==> config.mk <==
export PLATFORM = sky130hd
export DESIGN_NAME = priority_event_ring_queue
export DESIGN_NICKNAME = d
export VERILOG_FILES = /design/src/rtl/core/perq_pkg.sv /design/src/rtl/core/perq_ram.sv /design/src/rtl/core/perq_core.sv /design/src/rtl/core/priority_event_ring_queue.sv
export SDC_FILE = /design/constraint.sdc
export NUM_CORES = 2
export LEC_CHECK = 0
export ABC_AREA = 1
export BUFFER_PORTS_ARGS = -buffer_cell sky130_fd_sc_hd__buf_2
export CAP_MARGIN = 20
export CORE_ASPECT_RATIO = 1.2
export CORE_MARGIN = 5
export CORE_UTILIZATION = 30
export DETAILED_ROUTE_END_ITERATION = 10
export PLACE_DENSITY = 0.47
export SLEW_MARGIN = 20
export SYNTH_ARGS = -nofsm -noshare
export SYNTH_HDL_FRONTEND = slang
export SYNTH_SLANG_ARGS = --single-unit
==> constraint.sdc <==
create_clock -name clk -period 8.55 [get_ports clk]
set_input_delay 0.4275 -clock clk [delete_from_list [all_inputs] [get_ports clk]]
set_output_delay 0.4275 -clock clk [all_outputs]
set_load 0.02 [all_outputs]
==> src/rtl/core/perq_pkg.sv <==
package perq_pkg;

  // Built ring depth and fixed field widths
  localparam int PERQ_DEPTH     = 16;
  localparam int PERQ_NUM_TYPES = 12;
  localparam int CAP_W          = 5;
  localparam int MASK_W         = 12;
  localparam int FILL_W         = 5;
  localparam int APB_AW         = 3;
  localparam int APB_DW         = 32;

  // Backpressure threshold: depth*BP_NUM >= capacity*BP_DEN
  localparam int BP_NUM = 100;
  localparam int BP_DEN = 75;

  // Register reset values
  localparam logic [CAP_W-1:0]  CAP_RESET  = 5'd16;
  localparam logic [MASK_W-1:0] MASK_RESET = 12'hFFF;

  // Register indexes (paddr bit 2)
  localparam logic REG_CAPACITY = 1'b0;
  localparam logic REG_MASK     = 1'b1;

  // Event types that carry a non-normal default priority
  localparam logic [3:0] TYPE_ALERT   = 4'd6;
  localparam logic [3:0] TYPE_OUTPUT  = 4'd7;
  localparam logic [3:0] TYPE_STORAGE = 4'd8;
  localparam logic [3:0] TYPE_METRICS = 4'd9;
  localparam logic [3:0] TYPE_RELOAD  = 4'd10;
  localparam logic [3:0] TYPE_HEALTH  = 4'd11;

  // Priority codes
  localparam logic [2:0] PRI_UNSET    = 3'd0;
  localparam logic [2:0] PRI_LOW      = 3'd1;
  localparam logic [2:0] PRI_NORMAL   = 3'd2;
  localparam logic [2:0] PRI_HIGH     = 3'd3;
  localparam logic [2:0] PRI_CRITICAL = 3'd4;

  typedef enum logic {
    CMD_PUBLISH = 1'b0,
    CMD_POP     = 1'b1
  } cmd_t;

  typedef enum logic [2:0] {
    STAT_QUEUED  = 3'd0,
    STAT_IGNORED = 3'd1,
    STAT_DROPPED = 3'd2,
    STAT_POPPED  = 3'd3,
    STAT_EMPTY   = 3'd4
  } status_t;

  typedef enum logic [2:0] {
    ST_IDLE,
    ST_EXEC,
    ST_SCAN,
    ST_RD_BEST,
    ST_RD_HEAD,
    ST_WR_BEST,
    ST_WR_HEAD
  } perq_state_t;

  typedef struct packed {
    cmd_t        cmd;
    logic [3:0]  event_type;
    logic [2:0]  request_priority;
    logic [31:0] event_handle;
  } in_t;

  typedef struct packed {
    status_t     status;
    logic [31:0] out_id;
    logic [31:0] out_handle;
    logic [3:0]  out_type;
    logic [2:0]  out_priority;
    logic        out_backpressure;
    logic [31:0] drops_before;
    logic [4:0]  out_depth;
  } out_t;

  typedef struct packed {
    logic [CAP_W-1:0]  capacity;
    logic [MASK_W-1:0] mask;
  } cfg_t;

  // Slot contents: id in the upper half, handle in the lower half
  typedef struct packed {
    logic [31:0] id;
    logic [31:0] handle;
  } tag_t;

  typedef struct packed {
    logic [31:0] snap;
    logic        bp;
    logic [2:0]  pri;
    logic [3:0]  etype;
  } meta_t;

  // Default priority of an event type
  function automatic logic [2:0] type_default(input logic [3:0] t);
    logic [2:0] p;
    case (t) inside
      TYPE_ALERT:                              p = PRI_HIGH;
      TYPE_RELOAD, TYPE_HEALTH:                p = PRI_CRITICAL;
      TYPE_OUTPUT, TYPE_STORAGE, TYPE_METRICS: p = PRI_LOW;
      default:                                 p = PRI_NORMAL;
    endcase
    return p;
  endfunction

endpackage

==> src/rtl/core/perq_ram.sv <==
module perq_ram #(
  parameter int WIDTH = 64,
  parameter int DEPTH = 16
) (
  input  logic                     clk,
  input  logic                     wr_en,
  input  logic [$clog2(DEPTH)-1:0] wr_addr,
  input  logic [WIDTH-1:0]         wr_data,
  input  logic [$clog2(DEPTH)-1:0] rd_addr,
  output logic [WIDTH-1:0]         rd_data
);

  logic [WIDTH-1:0] mem [DEPTH];

  // One write port, one registered read port
  always_ff @(posedge clk) begin
    if (wr_en) begin
      mem[wr_addr] <= wr_data;
    end
    rd_data <= mem[rd_addr];
  end

endmodule

==> src/rtl/core/perq_core.sv <==
module perq_core import perq_pkg::*; #(
  parameter int DEPTH = PERQ_DEPTH
) (
  input  logic clk,
  input  logic rst_n,
  input  logic start,
  output logic busy,
  input  in_t  in_data,
  input  cfg_t cfg,
  output logic out_strobe,
  output out_t out_data
);

  localparam int PW = $clog2(DEPTH);
  localparam int FW = $clog2(DEPTH + 1);
  localparam int AW = ((PW > CAP_W) ? PW : CAP_W) + 1;
  localparam int BW = AW + 7;

  perq_state_t state_r, state_nxt;
  in_t         item_r, item_nxt;
  logic [PW-1:0]     head_r, head_nxt, tail_r, tail_nxt;
  logic [PW-1:0]     pos_r, pos_nxt, cmp_pos_r, cmp_pos_nxt, best_r, best_nxt;
  logic [FW-1:0]     fill_r, fill_nxt, iss_r, iss_nxt, rcv_r, rcv_nxt;
  logic [31:0]       last_id_r, last_id_nxt, drop_r, drop_nxt;
  logic [2:0]        best_pri_r, best_pri_nxt;
  logic              pend_r, pend_nxt;
  tag_t              pop_tag_r, pop_tag_nxt;
  meta_t             pop_meta_r, pop_meta_nxt;
  logic              out_strobe_r, out_strobe_nxt;
  out_t              out_data_r, out_data_nxt;

  logic              wr_en;
  logic [PW-1:0]     wr_addr, rd_addr;
  tag_t              tag_wdata, tag_rdata;
  meta_t             meta_wdata, meta_rdata;

  logic [AW-1:0]     cap_ext, cap_eff;
  logic [15:0]       mask_ext;
  logic              ignore, full, bp;
  logic [2:0]        pri;
  logic [31:0]       new_id;

  // Advance a ring position, wrapping at the effective capacity
  function automatic logic [PW-1:0] adv(input logic [PW-1:0] p, input logic [AW-1:0] c);
    logic [AW-1:0] p1;
    p1 = AW'(p) + AW'(1);
    return (p1 >= c) ? '0 : p1[PW-1:0];
  endfunction

  perq_ram #(.WIDTH($bits(tag_t)), .DEPTH(DEPTH)) u_tag_ram (
    .clk     (clk),
    .wr_en   (wr_en),
    .wr_addr (wr_addr),
    .wr_data (tag_wdata),
    .rd_addr (rd_addr),
    .rd_data (tag_rdata)
  );

  perq_ram #(.WIDTH($bits(meta_t)), .DEPTH(DEPTH)) u_meta_ram (
    .clk     (clk),
    .wr_en   (wr_en),
    .wr_addr (wr_addr),
    .wr_data (meta_wdata),
    .rd_addr (rd_addr),
    .rd_data (meta_rdata)
  );

  // Clamp capacity to 1..DEPTH
  always_comb begin
    cap_ext = AW'(cfg.capacity);
    if (cap_ext == '0) begin
      cap_eff = AW'(1);
    end else if (cap_ext > AW'(DEPTH)) begin
      cap_eff = AW'(DEPTH);
    end else begin
      cap_eff = cap_ext;
    end
  end

  // Publish decode: filter, resolve priority, id, full and backpressure tests
  always_comb begin
    mask_ext = 16'(cfg.mask);
    ignore   = ({2'b00, item_r.event_type} >= 6'(PERQ_NUM_TYPES)) ||
               !mask_ext[item_r.event_type];
    pri      = (item_r.request_priority == PRI_UNSET ||
                item_r.request_priority > PRI_CRITICAL) ?
               type_default(item_r.event_type) : item_r.request_priority;
    new_id   = last_id_r + 32'd1;
    full     = AW'(fill_r) >= cap_eff;
    bp       = (BW'(fill_r) * BW'(BP_NUM)) >= (BW'(cap_eff) * BW'(BP_DEN));
  end

  // Sequencer: next state, datapath updates and memory control
  always_comb begin
    state_nxt      = state_r;
    item_nxt       = item_r;
    head_nxt       = head_r;
    tail_nxt       = tail_r;
    fill_nxt       = fill_r;
    last_id_nxt    = last_id_r;
    drop_nxt       = drop_r;
    pos_nxt        = pos_r;
    cmp_pos_nxt    = cmp_pos_r;
    best_nxt       = best_r;
    best_pri_nxt   = best_pri_r;
    iss_nxt        = iss_r;
    rcv_nxt        = rcv_r;
    pend_nxt       = pend_r;
    pop_tag_nxt    = pop_tag_r;
    pop_meta_nxt   = pop_meta_r;
    out_strobe_nxt = 1'b0;
    out_data_nxt   = out_data_r;
    wr_en          = 1'b0;
    wr_addr        = tail_r;
    rd_addr        = pos_r;
    tag_wdata      = '{id: new_id, handle: item_r.event_handle};
    meta_wdata     = '{snap: drop_r, bp: bp, pri: pri, etype: item_r.event_type};

    unique case (state_r)
      ST_IDLE: begin
        if (start) begin
          item_nxt  = in_data;
          state_nxt = ST_EXEC;
        end
      end

      ST_EXEC: begin
        if (item_r.cmd == CMD_PUBLISH) begin
          out_strobe_nxt = 1'b1;
          state_nxt      = ST_IDLE;
          if (ignore) begin
            out_data_nxt           = '0;
            out_data_nxt.status    = STAT_IGNORED;
            out_data_nxt.out_depth = FILL_W'(fill_r);
          end else begin
            last_id_nxt                   = new_id;
            out_data_nxt.out_id           = new_id;
            out_data_nxt.out_handle       = '0;
            out_data_nxt.out_type         = item_r.event_type;
            out_data_nxt.out_priority     = pri;
            out_data_nxt.out_backpressure = bp;
            out_data_nxt.drops_before     = drop_r;
            if (full) begin
              drop_nxt               = drop_r + 32'd1;
              out_data_nxt.status    = STAT_DROPPED;
              out_data_nxt.out_depth = FILL_W'(fill_r);
            end else begin
              // enqueue at the tail
              wr_en                  = 1'b1;
              wr_addr                = tail_r;
              tail_nxt               = adv(tail_r, cap_eff);
              fill_nxt               = fill_r + FW'(1);
              out_data_nxt.status    = STAT_QUEUED;
              out_data_nxt.out_depth = FILL_W'(fill_r + FW'(1));
            end
          end
        end else if (fill_r == '0) begin
          out_strobe_nxt      = 1'b1;
          out_data_nxt        = '0;
          out_data_nxt.status = STAT_EMPTY;
          state_nxt           = ST_IDLE;
        end else begin
          pos_nxt   = head_r;
          iss_nxt   = '0;
          rcv_nxt   = '0;
          pend_nxt  = 1'b0;
          state_nxt = ST_SCAN;
        end
      end

      ST_SCAN: begin
        // compare the entry read last cycle against the best so far
        if (pend_r) begin
          if (rcv_r == '0 || meta_rdata.pri > best_pri_r) begin
            best_nxt     = cmp_pos_r;
            best_pri_nxt = meta_rdata.pri;
          end
          rcv_nxt = rcv_r + FW'(1);
          if (rcv_r + FW'(1) == fill_r) begin
            state_nxt = ST_RD_BEST;
          end
        end
        // issue the next read while entries remain
        if (iss_r < fill_r) begin
          rd_addr     = pos_r;
          pend_nxt    = 1'b1;
          cmp_pos_nxt = pos_r;
          pos_nxt     = adv(pos_r, cap_eff);
          iss_nxt     = iss_r + FW'(1);
        end else begin
          pend_nxt = 1'b0;
        end
      end

      ST_RD_BEST: begin
        rd_addr   = best_r;
        state_nxt = ST_RD_HEAD;
      end

      ST_RD_HEAD: begin
        rd_addr      = head_r;
        pop_tag_nxt  = tag_rdata;
        pop_meta_nxt = meta_rdata;
        state_nxt    = ST_WR_BEST;
      end

      ST_WR_BEST: begin
        // move the head entry into the winner's slot
        wr_en      = 1'b1;
        wr_addr    = best_r;
        tag_wdata  = tag_rdata;
        meta_wdata = meta_rdata;
        state_nxt  = ST_WR_HEAD;
      end

      ST_WR_HEAD: begin
        // place the winner at the head, then emit and remove it
        wr_en                         = 1'b1;
        wr_addr                       = head_r;
        tag_wdata                     = pop_tag_r;
        meta_wdata                    = pop_meta_r;
        head_nxt                      = adv(head_r, cap_eff);
        fill_nxt                      = fill_r - FW'(1);
        out_strobe_nxt                = 1'b1;
        out_data_nxt.status           = STAT_POPPED;
        out_data_nxt.out_id           = pop_tag_r.id;
        out_data_nxt.out_handle       = pop_tag_r.handle;
        out_data_nxt.out_type         = pop_meta_r.etype;
        out_data_nxt.out_priority     = pop_meta_r.pri;
        out_data_nxt.out_backpressure = pop_meta_r.bp;
        out_data_nxt.drops_before     = pop_meta_r.snap;
        out_data_nxt.out_depth        = FILL_W'(fill_r - FW'(1));
        state_nxt                     = ST_IDLE;
      end

      default: begin
        state_nxt = ST_IDLE;
      end
    endcase
  end

  // Control state
  always_ff @(posedge clk) begin
    if (!rst_n) begin
      state_r      <= ST_IDLE;
      head_r       <= '0;
      tail_r       <= '0;
      fill_r       <= '0;
      last_id_r    <= '0;
      drop_r       <= '0;
      iss_r        <= '0;
      rcv_r        <= '0;
      pend_r       <= 1'b0;
      out_strobe_r <= 1'b0;
    end else begin
      state_r      <= state_nxt;
      head_r       <= head_nxt;
      tail_r       <= tail_nxt;
      fill_r       <= fill_nxt;
      last_id_r    <= last_id_nxt;
      drop_r       <= drop_nxt;
      iss_r        <= iss_nxt;
      rcv_r        <= rcv_nxt;
      pend_r       <= pend_nxt;
      out_strobe_r <= out_strobe_nxt;
    end
  end

  // Payload registers
  always_ff @(posedge clk) begin
    item_r     <= item_nxt;
    pos_r      <= pos_nxt;
    cmp_pos_r  <= cmp_pos_nxt;
    best_r     <= best_nxt;
    best_pri_r <= best_pri_nxt;
    pop_tag_r  <= pop_tag_nxt;
    pop_meta_r <= pop_meta_nxt;
    out_data_r <= out_data_nxt;
  end

  assign busy       = (state_r != ST_IDLE);
  assign out_strobe = out_strobe_r;
  assign out_data   = out_data_r;

endmodule

==> src/rtl/core/priority_event_ring_queue.sv <==
// Priority event ring queue.
// Command channel: drive in_data and raise start; the item is taken at the
// rising edge where start is high and busy is low. A publish (cmd 0) filters
// the type against subscriber_mask, resolves the priority, assigns an id and
// queues the event at the ring tail, or counts a drop when the ring is full.
// A pop (cmd 1) returns the highest-priority entry; a tie goes to the one nearest the head.
// Each item gives one result on out_data, shown for exactly one cycle with
// out_strobe high; the receiver cannot hold it off.
// Sequencing: a publish or a pop of an empty queue is decided in the EXEC state
// and its result is registered; no new item is taken until busy falls. A pop
// of a non-empty queue scans every held entry, one ring entry per cycle through
// the registered read port of the slot memory into a single priority comparator,
// then the head/winner swap takes two reads and two writes on that same port pair.
// Configuration: APB port, capacity at address 0, subscriber mask at 4;
// write only while no item is in flight.
// Reset (synchronous, rst_n low) empties the ring and clears the id and drop
// counters; capacity returns to 16 and the mask to all types.
module priority_event_ring_queue import perq_pkg::*; #(
  parameter int DEPTH = PERQ_DEPTH
) (
  input  logic              clk,
  input  logic              rst_n,
  input  logic              start,
  output logic              busy,
  input  in_t               in_data,
  output logic              out_strobe,
  output out_t              out_data,
  input  logic              psel,
  input  logic              penable,
  input  logic              pwrite,
  input  logic [APB_AW-1:0] paddr,
  input  logic [APB_DW-1:0] pwdata,
  output logic [APB_DW-1:0] prdata,
  output logic              pready
);

  cfg_t cfg_r, cfg_nxt;
  logic cfg_wr;

  // Register write decode
  always_comb begin
    cfg_wr  = psel && penable && pwrite;
    cfg_nxt = cfg_r;
    if (cfg_wr) begin
      unique case (paddr[2])
        REG_CAPACITY: cfg_nxt.capacity = pwdata[CAP_W-1:0];
        REG_MASK:     cfg_nxt.mask     = pwdata[MASK_W-1:0];
        default:      cfg_nxt          = cfg_r;
      endcase
    end
  end

  // Register read mux
  always_comb begin
    unique case (paddr[2])
      REG_CAPACITY: prdata = APB_DW'(cfg_r.capacity);
      REG_MASK:     prdata = APB_DW'(cfg_r.mask);
      default:      prdata = '0;
    endcase
  end

  always_ff @(posedge clk) begin
    if (!rst_n) begin
      cfg_r.capacity <= CAP_RESET;
      cfg_r.mask     <= MASK_RESET;
    end else begin
      cfg_r <= cfg_nxt;
    end
  end

  assign pready = 1'b1;

  perq_core #(.DEPTH(DEPTH)) u_core (
    .clk        (clk),
    .rst_n      (rst_n),
    .start      (start),
    .busy       (busy),
    .in_data    (in_data),
    .cfg        (cfg_r),
    .out_strobe (out_strobe),
    .out_data   (out_data)
  );

endmodule

* After elaboration in Yosys (flattened, before gate mapping)
Memory sizes are Yosys's and may differ from the RTL's. A register that Yosys moved wholly into a read port is not among the register bits.
Cells that the tools add are included.
** Storage, ports and cells
- Bits in writable memories :: 1664
- Memories kept :: 2
- Output and inout port bits :: 147
- Bits in registers :: 380
** Memory list
- u_core.u_tag_ram.mem :: depth 16, bits a word 64, read ports 1, clocked after Yosys merged registers in 1, wr ports 1, RTL line perq_ram.sv:13 : logic [WIDTH-1:0] mem [DEPTH];
- u_core.u_meta_ram.mem :: depth 16, bits a word 40, read ports 1, clocked after Yosys merged registers in 1, wr ports 1, RTL line perq_ram.sv:13
** Operators by class
- Reductions and logical operators :: 31
- Add/subtract/negate cells :: 9
- Magnitude comparators :: 11
- Bitwise gates (word level) :: 4
- Equality and inequality tests :: 22
- Multiply operators :: 2
- Mux-type cells :: 54
** Operator list (count)
- two-way mux 112 bit :: 3
- case mux 112 bit (2 select lines) :: 1
- case mux 64 bit (2 select lines) :: 1
- case mux 40 bit (2 select lines) :: 1
- adder 32 x 1 -> 32 bit (second input constant) :: 2
- case mux 32 bit (2 select lines) :: 1
- two-way mux 5 bit :: 9
- case mux 5 bit (2 select lines) :: 3
- two-way mux 4 bit :: 6
- case mux 4 bit (2 select lines) :: 3
- two-way mux 3 bit :: 7
- >= comparator 6 x 5 -> 1 bit :: 3
- case mux 3 bit (6 select lines) :: 1
- == test 4 bit (second input constant) :: 4
- AND reduction 4 bit :: 4
- adder 4 x 1 -> 5 bit (second input constant) :: 3
- adder 5 x 1 -> 5 bit (second input constant) :: 3
- logical NOT 5 bit :: 3
- AND reduction 3 bit :: 5
- >= comparator 12 x 13 -> 1 bit :: 1
- multiplier 5 x 7 -> 12 bit (second input constant) :: 1
- two-way mux 1 bit :: 11
- multiplier 5 x 5 -> 10 bit (second input constant) :: 1
- AND reduction 2 bit :: 5
- other kinds (28) :: 51

* Logic depth before layout (Yosys ltp)
- Word-level depth :: 10
- Mapped depth :: 23

* Hierarchy
A second synthesis with hierarchy kept.
** Unflattened totals
- Cell total of the unflattened synthesis :: 9094
- Area, all modules :: 93598.5 um^2
** Modules (own cells, without submodules)
- perq_ram at u_core.u_tag_ram :: area an instance 45285.9 um^2, times used 1, cells each 4210, seq. area each 32030.7 um^2
- perq_ram at u_core.u_meta_ram :: area an instance 28318.4 um^2, times used 1, cells each 2643, seq. area each 20019.2 um^2
- perq_core :: area an instance 18933.2 um^2, times used 1, cells each 2099, seq. area each 9979.6 um^2
- priority_event_ring_queue :: area an instance 1061.0 um^2, times used 1, cells each 142, seq. area each 340.3 um^2

* Worst setup path before layout
Ideal clock, no wire load.
- Path kind :: reg2reg
- From :: register cfg_r[16] (netlist name)
- To :: memory u_core.u_meta_ram.mem[0][0] (netlist name), enable pin
- Stages on the path, launching flop included :: 14
- Data arrival time :: 6.322 ns
- Buffers on the path :: 1
- Setup slack :: 1.661 ns
- Data required time :: 7.982 ns
- Cell sequence :: dfxtp_1 > clkbuf_1 > nor2_1 > inv_1 > ha_1 > nand2_1 > a21oi_1 > nor2_1 > nand2_1 > inv_1 > nand4_1 > nand2_1 > nand2_1 > nor2_1
** Between the ends
- Word-level cells in the longest chain between the ends :: 10
- Elaborated cells between the ends (all ways) :: 11
- Those cells by class :: 2 x order compare; 8 x mux; 1 x reduce/logical
** Ends and longest elaborated chain
- from (decl) :: RTL line priority_event_ring_queue.sv:37 : cfg_t cfg_r, cfg_nxt;
- from (signal assigned) :: RTL line priority_event_ring_queue.sv:67 : cfg_r <= cfg_nxt;
- > comparator 5 bit :: RTL line perq_core.sv:73 : end else if (cap_ext > AW'(DEPTH)) begin
- two-way mux 5 bit :: RTL line perq_core.sv:73
- two-way mux 5 bit (*) :: RTL line perq_core.sv:71 : if (cap_ext == '0) begin
- >= comparator 5 bit (*) :: RTL line perq_core.sv:89 : full = AW'(fill_r) >= cap_eff;
- two-way mux 1 bit (*) :: RTL line perq_core.sv:143 : if (full) begin
- two-way mux 1 bit (*) :: RTL line perq_core.sv:131 : if (ignore) begin
- two-way mux 1 bit (*) :: RTL line perq_core.sv:128 : if (item_r.cmd == CMD_PUBLISH) begin
- case mux 1 bit (2 select lines) (*) :: RTL line perq_core.sv:119 : unique case (state_r)
- two-way mux 1 bit (*) :: RTL line perq_ram.sv:17 : if (wr_en) begin
- two-way mux 1 bit (implied by the code) (*) :: RTL line perq_ram.sv:18 : mem[wr_addr] <= wr_data;
- to (decl) :: RTL line perq_ram.sv:13
Every way passes the cells marked *; elsewhere a longest branch is shown, timed or not.

* Worst setup path in the final report
- From :: register u_core.state_r[0]
- To :: memory u_core.u_meta_ram.mem[5][31] (netlist name), enable pin
** Between the ends
- Word-level cells in the longest chain between the ends :: 5
- Elaborated cells between the ends (all ways) :: 8
- Those cells by class :: 3 x eq/ne; 4 x mux; 1 x reduce/logical
** Ends and longest elaborated chain
- from (decl) :: RTL line perq_core.sv:19 : perq_state_t state_r, state_nxt;
- from (signal assigned) :: RTL line perq_core.sv:256 : state_r <= state_nxt;
- == test 3 bit :: RTL line perq_core.sv:119
- OR reduction 2 bit (no line)
- case mux 1 bit (2 select lines) :: RTL line perq_core.sv:119
- two-way mux 1 bit :: RTL line perq_ram.sv:17
- two-way mux 1 bit (implied by the code) :: RTL line perq_ram.sv:18
Parallel ways exist; a longest one is shown, timed or not.

==> results.ini <==
[status]
run_status=completed

[power]
irDropWorstVdd_v=0.0001877
leakage_nw=43.29
power_per_cell_area_mw_per_mm2=214.3
power.total_mw=23.04

[yosys]
synth_edf_count=1935
synth_area_mm2=0.09384
synth-seq-area-share=0.6646
post_synth_inst_count=8923
syn_avg_cell_area_um2=10.52
ys_types=45
ys_async_sr_fraction=0
synth_most_common_cell=sky130_fd_sc_hd__edfxtp_1
synthesis.yosys.warnings=0
synth.largest_area_cell=sky130_fd_sc_hd__edfxtp_1
yosysTopAreaCellShare=0.6192
yosys_register_bits=2148
synth.top_cells.by_area=sky130_fd_sc_hd__edfxtp_1 (62%), sky130_fd_sc_hd__nand3_1 (8.9%), sky130_fd_sc_hd__nand2_1 (7.6%)
synth.cells.most_frequent=sky130_fd_sc_hd__edfxtp_1 (1935), sky130_fd_sc_hd__nand2_1 (1908), sky130_fd_sc_hd__nand3_1 (1670)
synth_flop_cell=sky130_fd_sc_hd__edfxtp_1

[sta]
totalNegativeSetupSlack_ps=0
maxSlewHeadroom=0.1844
maxClockFrequency_ghz=0.1974
finalCriticalPeriod_ps=5065
rsz0062_at_grt=no
setup-violations-final=0
finalHoldViolations=0
tightest_slew_ps=1211
timing_max_transition_violations_final=0
final_min_period_over_clock_period=0.5924
worst_clock_skew_ps=60.11

[clock_network]
cts_buffers=235
clockRootBuffer=sky130_fd_sc_hd__clkbuf_16
clk_path_buf_depth=4
clock_tree_from_tritoncts=built
cts_num_sinks=2148
clkLatencyLatePin_ps=910
deepest_level_of_the_cts_h_tree=4
worst_setup_hold_path_clk_slew_ps=60
ctsResizeCount=0

[worst_setup_path]
critPathCaptureType=flip-flop
classification_of_the_worst_setup_path=flip-flop to flip-flop
crit_path_max_fanout=56
critPathArrivalTime_ps=5510
worst_r2r_path_depth=10
critPathLaunchType=flip-flop
cp.required_ps=9000

[route]
wl_per_cell_um=21.07
post-route-drc-count=0
drt-total-wl_um=281100
detail-route-antenna-nets=0
detail_route.vias_per_cell=4.736
drt-initial-drc-count=5423
detail_route.first_pass.iterations=5
num_vias=63199

[place]
place.port_buffers=184
numPlacedInstances=12820
gpl.final_weighted_congestion=0.8187
detailed_place_hpwl_um=137200

[finish]
drive_above_1_share=0.08001
area_growth_pct=14.54
seq_area_mm2=0.06237
final_cell_count_no_fill=13343
combined_area_of_the_multi_input_logic_cells_mm2=0.02340
nFillCells=30827
final_net_count=9213

[die]
design.core.area_mm2=0.3122
ios=228
design.die.area_mm2=0.3241
core.rowCount=225
dieWidth_um=520.6
start_util=0.3006
floorplan.die.height_um=622.7

[job]
max-cap-violations=0

[grt]
grt_antenna_before_repair=14
grt_pass1_vias=60703
globalRouteOverflowTotal=0
grt_first_pass_wirelength_um=411200
gr-usage-all-layers=0.1676
pin_count_of_the_biggest_net_entering_global_routing=166

[min_path]
worst_hold_path_type=input port to flip-flop
hold-path-cell-count=5

==> layout make-up <==
| class | instances | area share |
|---|---|---|
| antenna | 8 | 0.0001863 |
| clock buffer | 329 | 0.06136 |
| clock inverter | 106 | 0.009767 |
| inverter | 1629 | 0.05737 |
| multi-input combinational | 4670 | 0.2177 |
| sequential | 2148 | 0.5803 |
| tap | 4086 | 0.04757 |
| timing repair buffer | 367 | 0.02577 |
==> state kept, by name (all words and copies together) (netlist names), 3 cells and up <==
signal and flops:
u_core.best_pri_r 3, u_core.tail_r 4, u_core.best_r 4, u_core.out_data 112, u_core.pos_r 4, u_core.head_r 4
u_core.state_r 3, u_core.rcv_r 5, u_core.cmp_pos_r 4, u_core.pop_tag_r 64, u_core.pop_meta_r 40, u_core.item_r 40
u_core.u_meta_ram.rd_data 40, cfg_r 17, u_core.iss_r 5, u_core.drop_r 32, u_core.u_tag_ram.rd_data 64, u_core.last_id_r 32
u_core.u_meta_ram.mem 640, u_core.u_tag_ram.mem 1024, u_core.fill_r 5
==> worst paths after layout <==
path                                                            from                                     end  slack [ps]
worst max-delay path                  u_core.state_r[0]$_SDFFE_PN0P_  u_core.u_meta_ram.mem[5][31]$_DFFE_PP_        3480
worst min-delay path                                         penable                  cfg_r[13]$_SDFFE_PN0P_         110
worst max register to register        u_core.state_r[0]$_SDFFE_PN0P_  u_core.u_meta_ram.mem[5][31]$_DFFE_PP_        3480
worst min register to register  u_core.u_tag_ram.rd_data[25]$_DFF_P_          u_core.pop_tag_r[25]$_DFFE_PN_         420
==> worst max-delay path: stages, from the launching register on <==
cell                      delay, ps
sky130_fd_sc_hd__dfxtp_1        470
sky130_fd_sc_hd__inv_2          100
sky130_fd_sc_hd__nand3_4         80
sky130_fd_sc_hd__buf_4          740
sky130_fd_sc_hd__nand2_4        410
sky130_fd_sc_hd__inv_2          470
sky130_fd_sc_hd__a21oi_1        200
sky130_fd_sc_hd__inv_1          110
sky130_fd_sc_hd__nand2_1        230
sky130_fd_sc_hd__nor2_4         820
sky130_fd_sc_hd__buf_4          870
==> placed cells by master, fill, tap and decap left out, types with 6 or more instances in the layout <==
cell,synthesis,routed
sky130_fd_sc_hd__clkbuf_16,0,236
sky130_fd_sc_hd__inv_2,10,7
sky130_fd_sc_hd__nor2_1,190,172
sky130_fd_sc_hd__conb_1,2,23
sky130_fd_sc_hd__xnor2_1,13,13
sky130_fd_sc_hd__buf_4,80,82
sky130_fd_sc_hd__o211ai_1,28,28
sky130_fd_sc_hd__clkinvlp_4,0,8
sky130_fd_sc_hd__bufinv_16,0,19
sky130_fd_sc_hd__a21oi_1,111,111
sky130_fd_sc_hd__nor3_1,14,14
sky130_fd_sc_hd__xor2_1,62,62
sky130_fd_sc_hd__nand4_1,24,24
sky130_fd_sc_hd__clkbuf_1,156,59
sky130_fd_sc_hd__edfxtp_1,1935,1935
sky130_fd_sc_hd__o221ai_2,0,34
sky130_fd_sc_hd__dfxtp_1,213,213
sky130_fd_sc_hd__nand2_1,1908,1906
sky130_fd_sc_hd__nand3b_1,318,318
sky130_fd_sc_hd__a221o_1,32,32
sky130_fd_sc_hd__ha_1,77,77
sky130_fd_sc_hd__inv_6,0,8
sky130_fd_sc_hd__o21ai_0,75,74
sky130_fd_sc_hd__nor2_4,0,18
sky130_fd_sc_hd__clkbuf_4,0,10
sky130_fd_sc_hd__nand3_1,1670,1668
sky130_fd_sc_hd__and2_1,6,6
sky130_fd_sc_hd__buf_12,0,26
sky130_fd_sc_hd__inv_1,1613,1609
sky130_fd_sc_hd__o22ai_1,39,39
sky130_fd_sc_hd__clkinv_2,0,45
sky130_fd_sc_hd__buf_2,218,186
sky130_fd_sc_hd__clkinv_1,6,31
sky130_fd_sc_hd__diode_2,0,8
sky130_fd_sc_hd__dlygate4sd3_1,0,60
sky130_fd_sc_hd__clkbuf_8,0,34
==> what timing repair did <==
action / in CTS / in global routing
hold buffers: 60 / 0
endpoints found under the hold margin: 58 / 0
setup buffers: 0 / 0
endpoints found under the setup margin: 0 / 0
==> report_power, final <==
| part | internal (mW) | total [mW] | switching [mW] |
|---|---|---|---|
| Sequential | 11.5 | 11.6 | 0.0808 |
| Clock | 5.93 | 10.1 | 4.18 |
| Combinational | 0.351 | 1.31 | 0.954 |
==> per-stage QoR <==
stage	hold WS [ps]	cell area (um^2)	util	setup slack (ps)
after floorplan	400.3	93920	-	1661
after global placement	402.9	98820	0.3165	3590
after detailed placement	405.7	98860	0.3167	3581
after CTS	24.65	107100	0.3431	3506
after global routing	81.67	107500	0.3442	3237
final	108.5	107500	0.3443	3485
==> cells by family (layout without fill, tap and decap cells) <==
kind of cell             after synthesis  count (layout)  synth area share
buffers and inverters               2126            2431           0.09131
AND/OR/NAND/NOR                     4143            4143            0.2022
other                                  2              31        0.00008003
AO/OA/AOI/OAI                        348             348           0.02367
flip-flops                          2148            2148            0.6646
XOR/XNOR                              75              75          0.007000
adder cells (fa/ha/maj)               81              81           0.01112
==> per-layer routing <==
| metal | vias up | wire [um] | track usage |
|---|---|---|---|
| li1 | 29913 | - | - |
| met1 | 31279 | 128500 | 0.2315 |
| met2 | 1630 | 132800 | 0.2836 |
| met3 | 377 | 14050 | 0.01979 |
| met4 | 0 | 5704 | 0.03541 |
| met5 | - | 0 | 0 |
(Power assumes the default switching activity.)
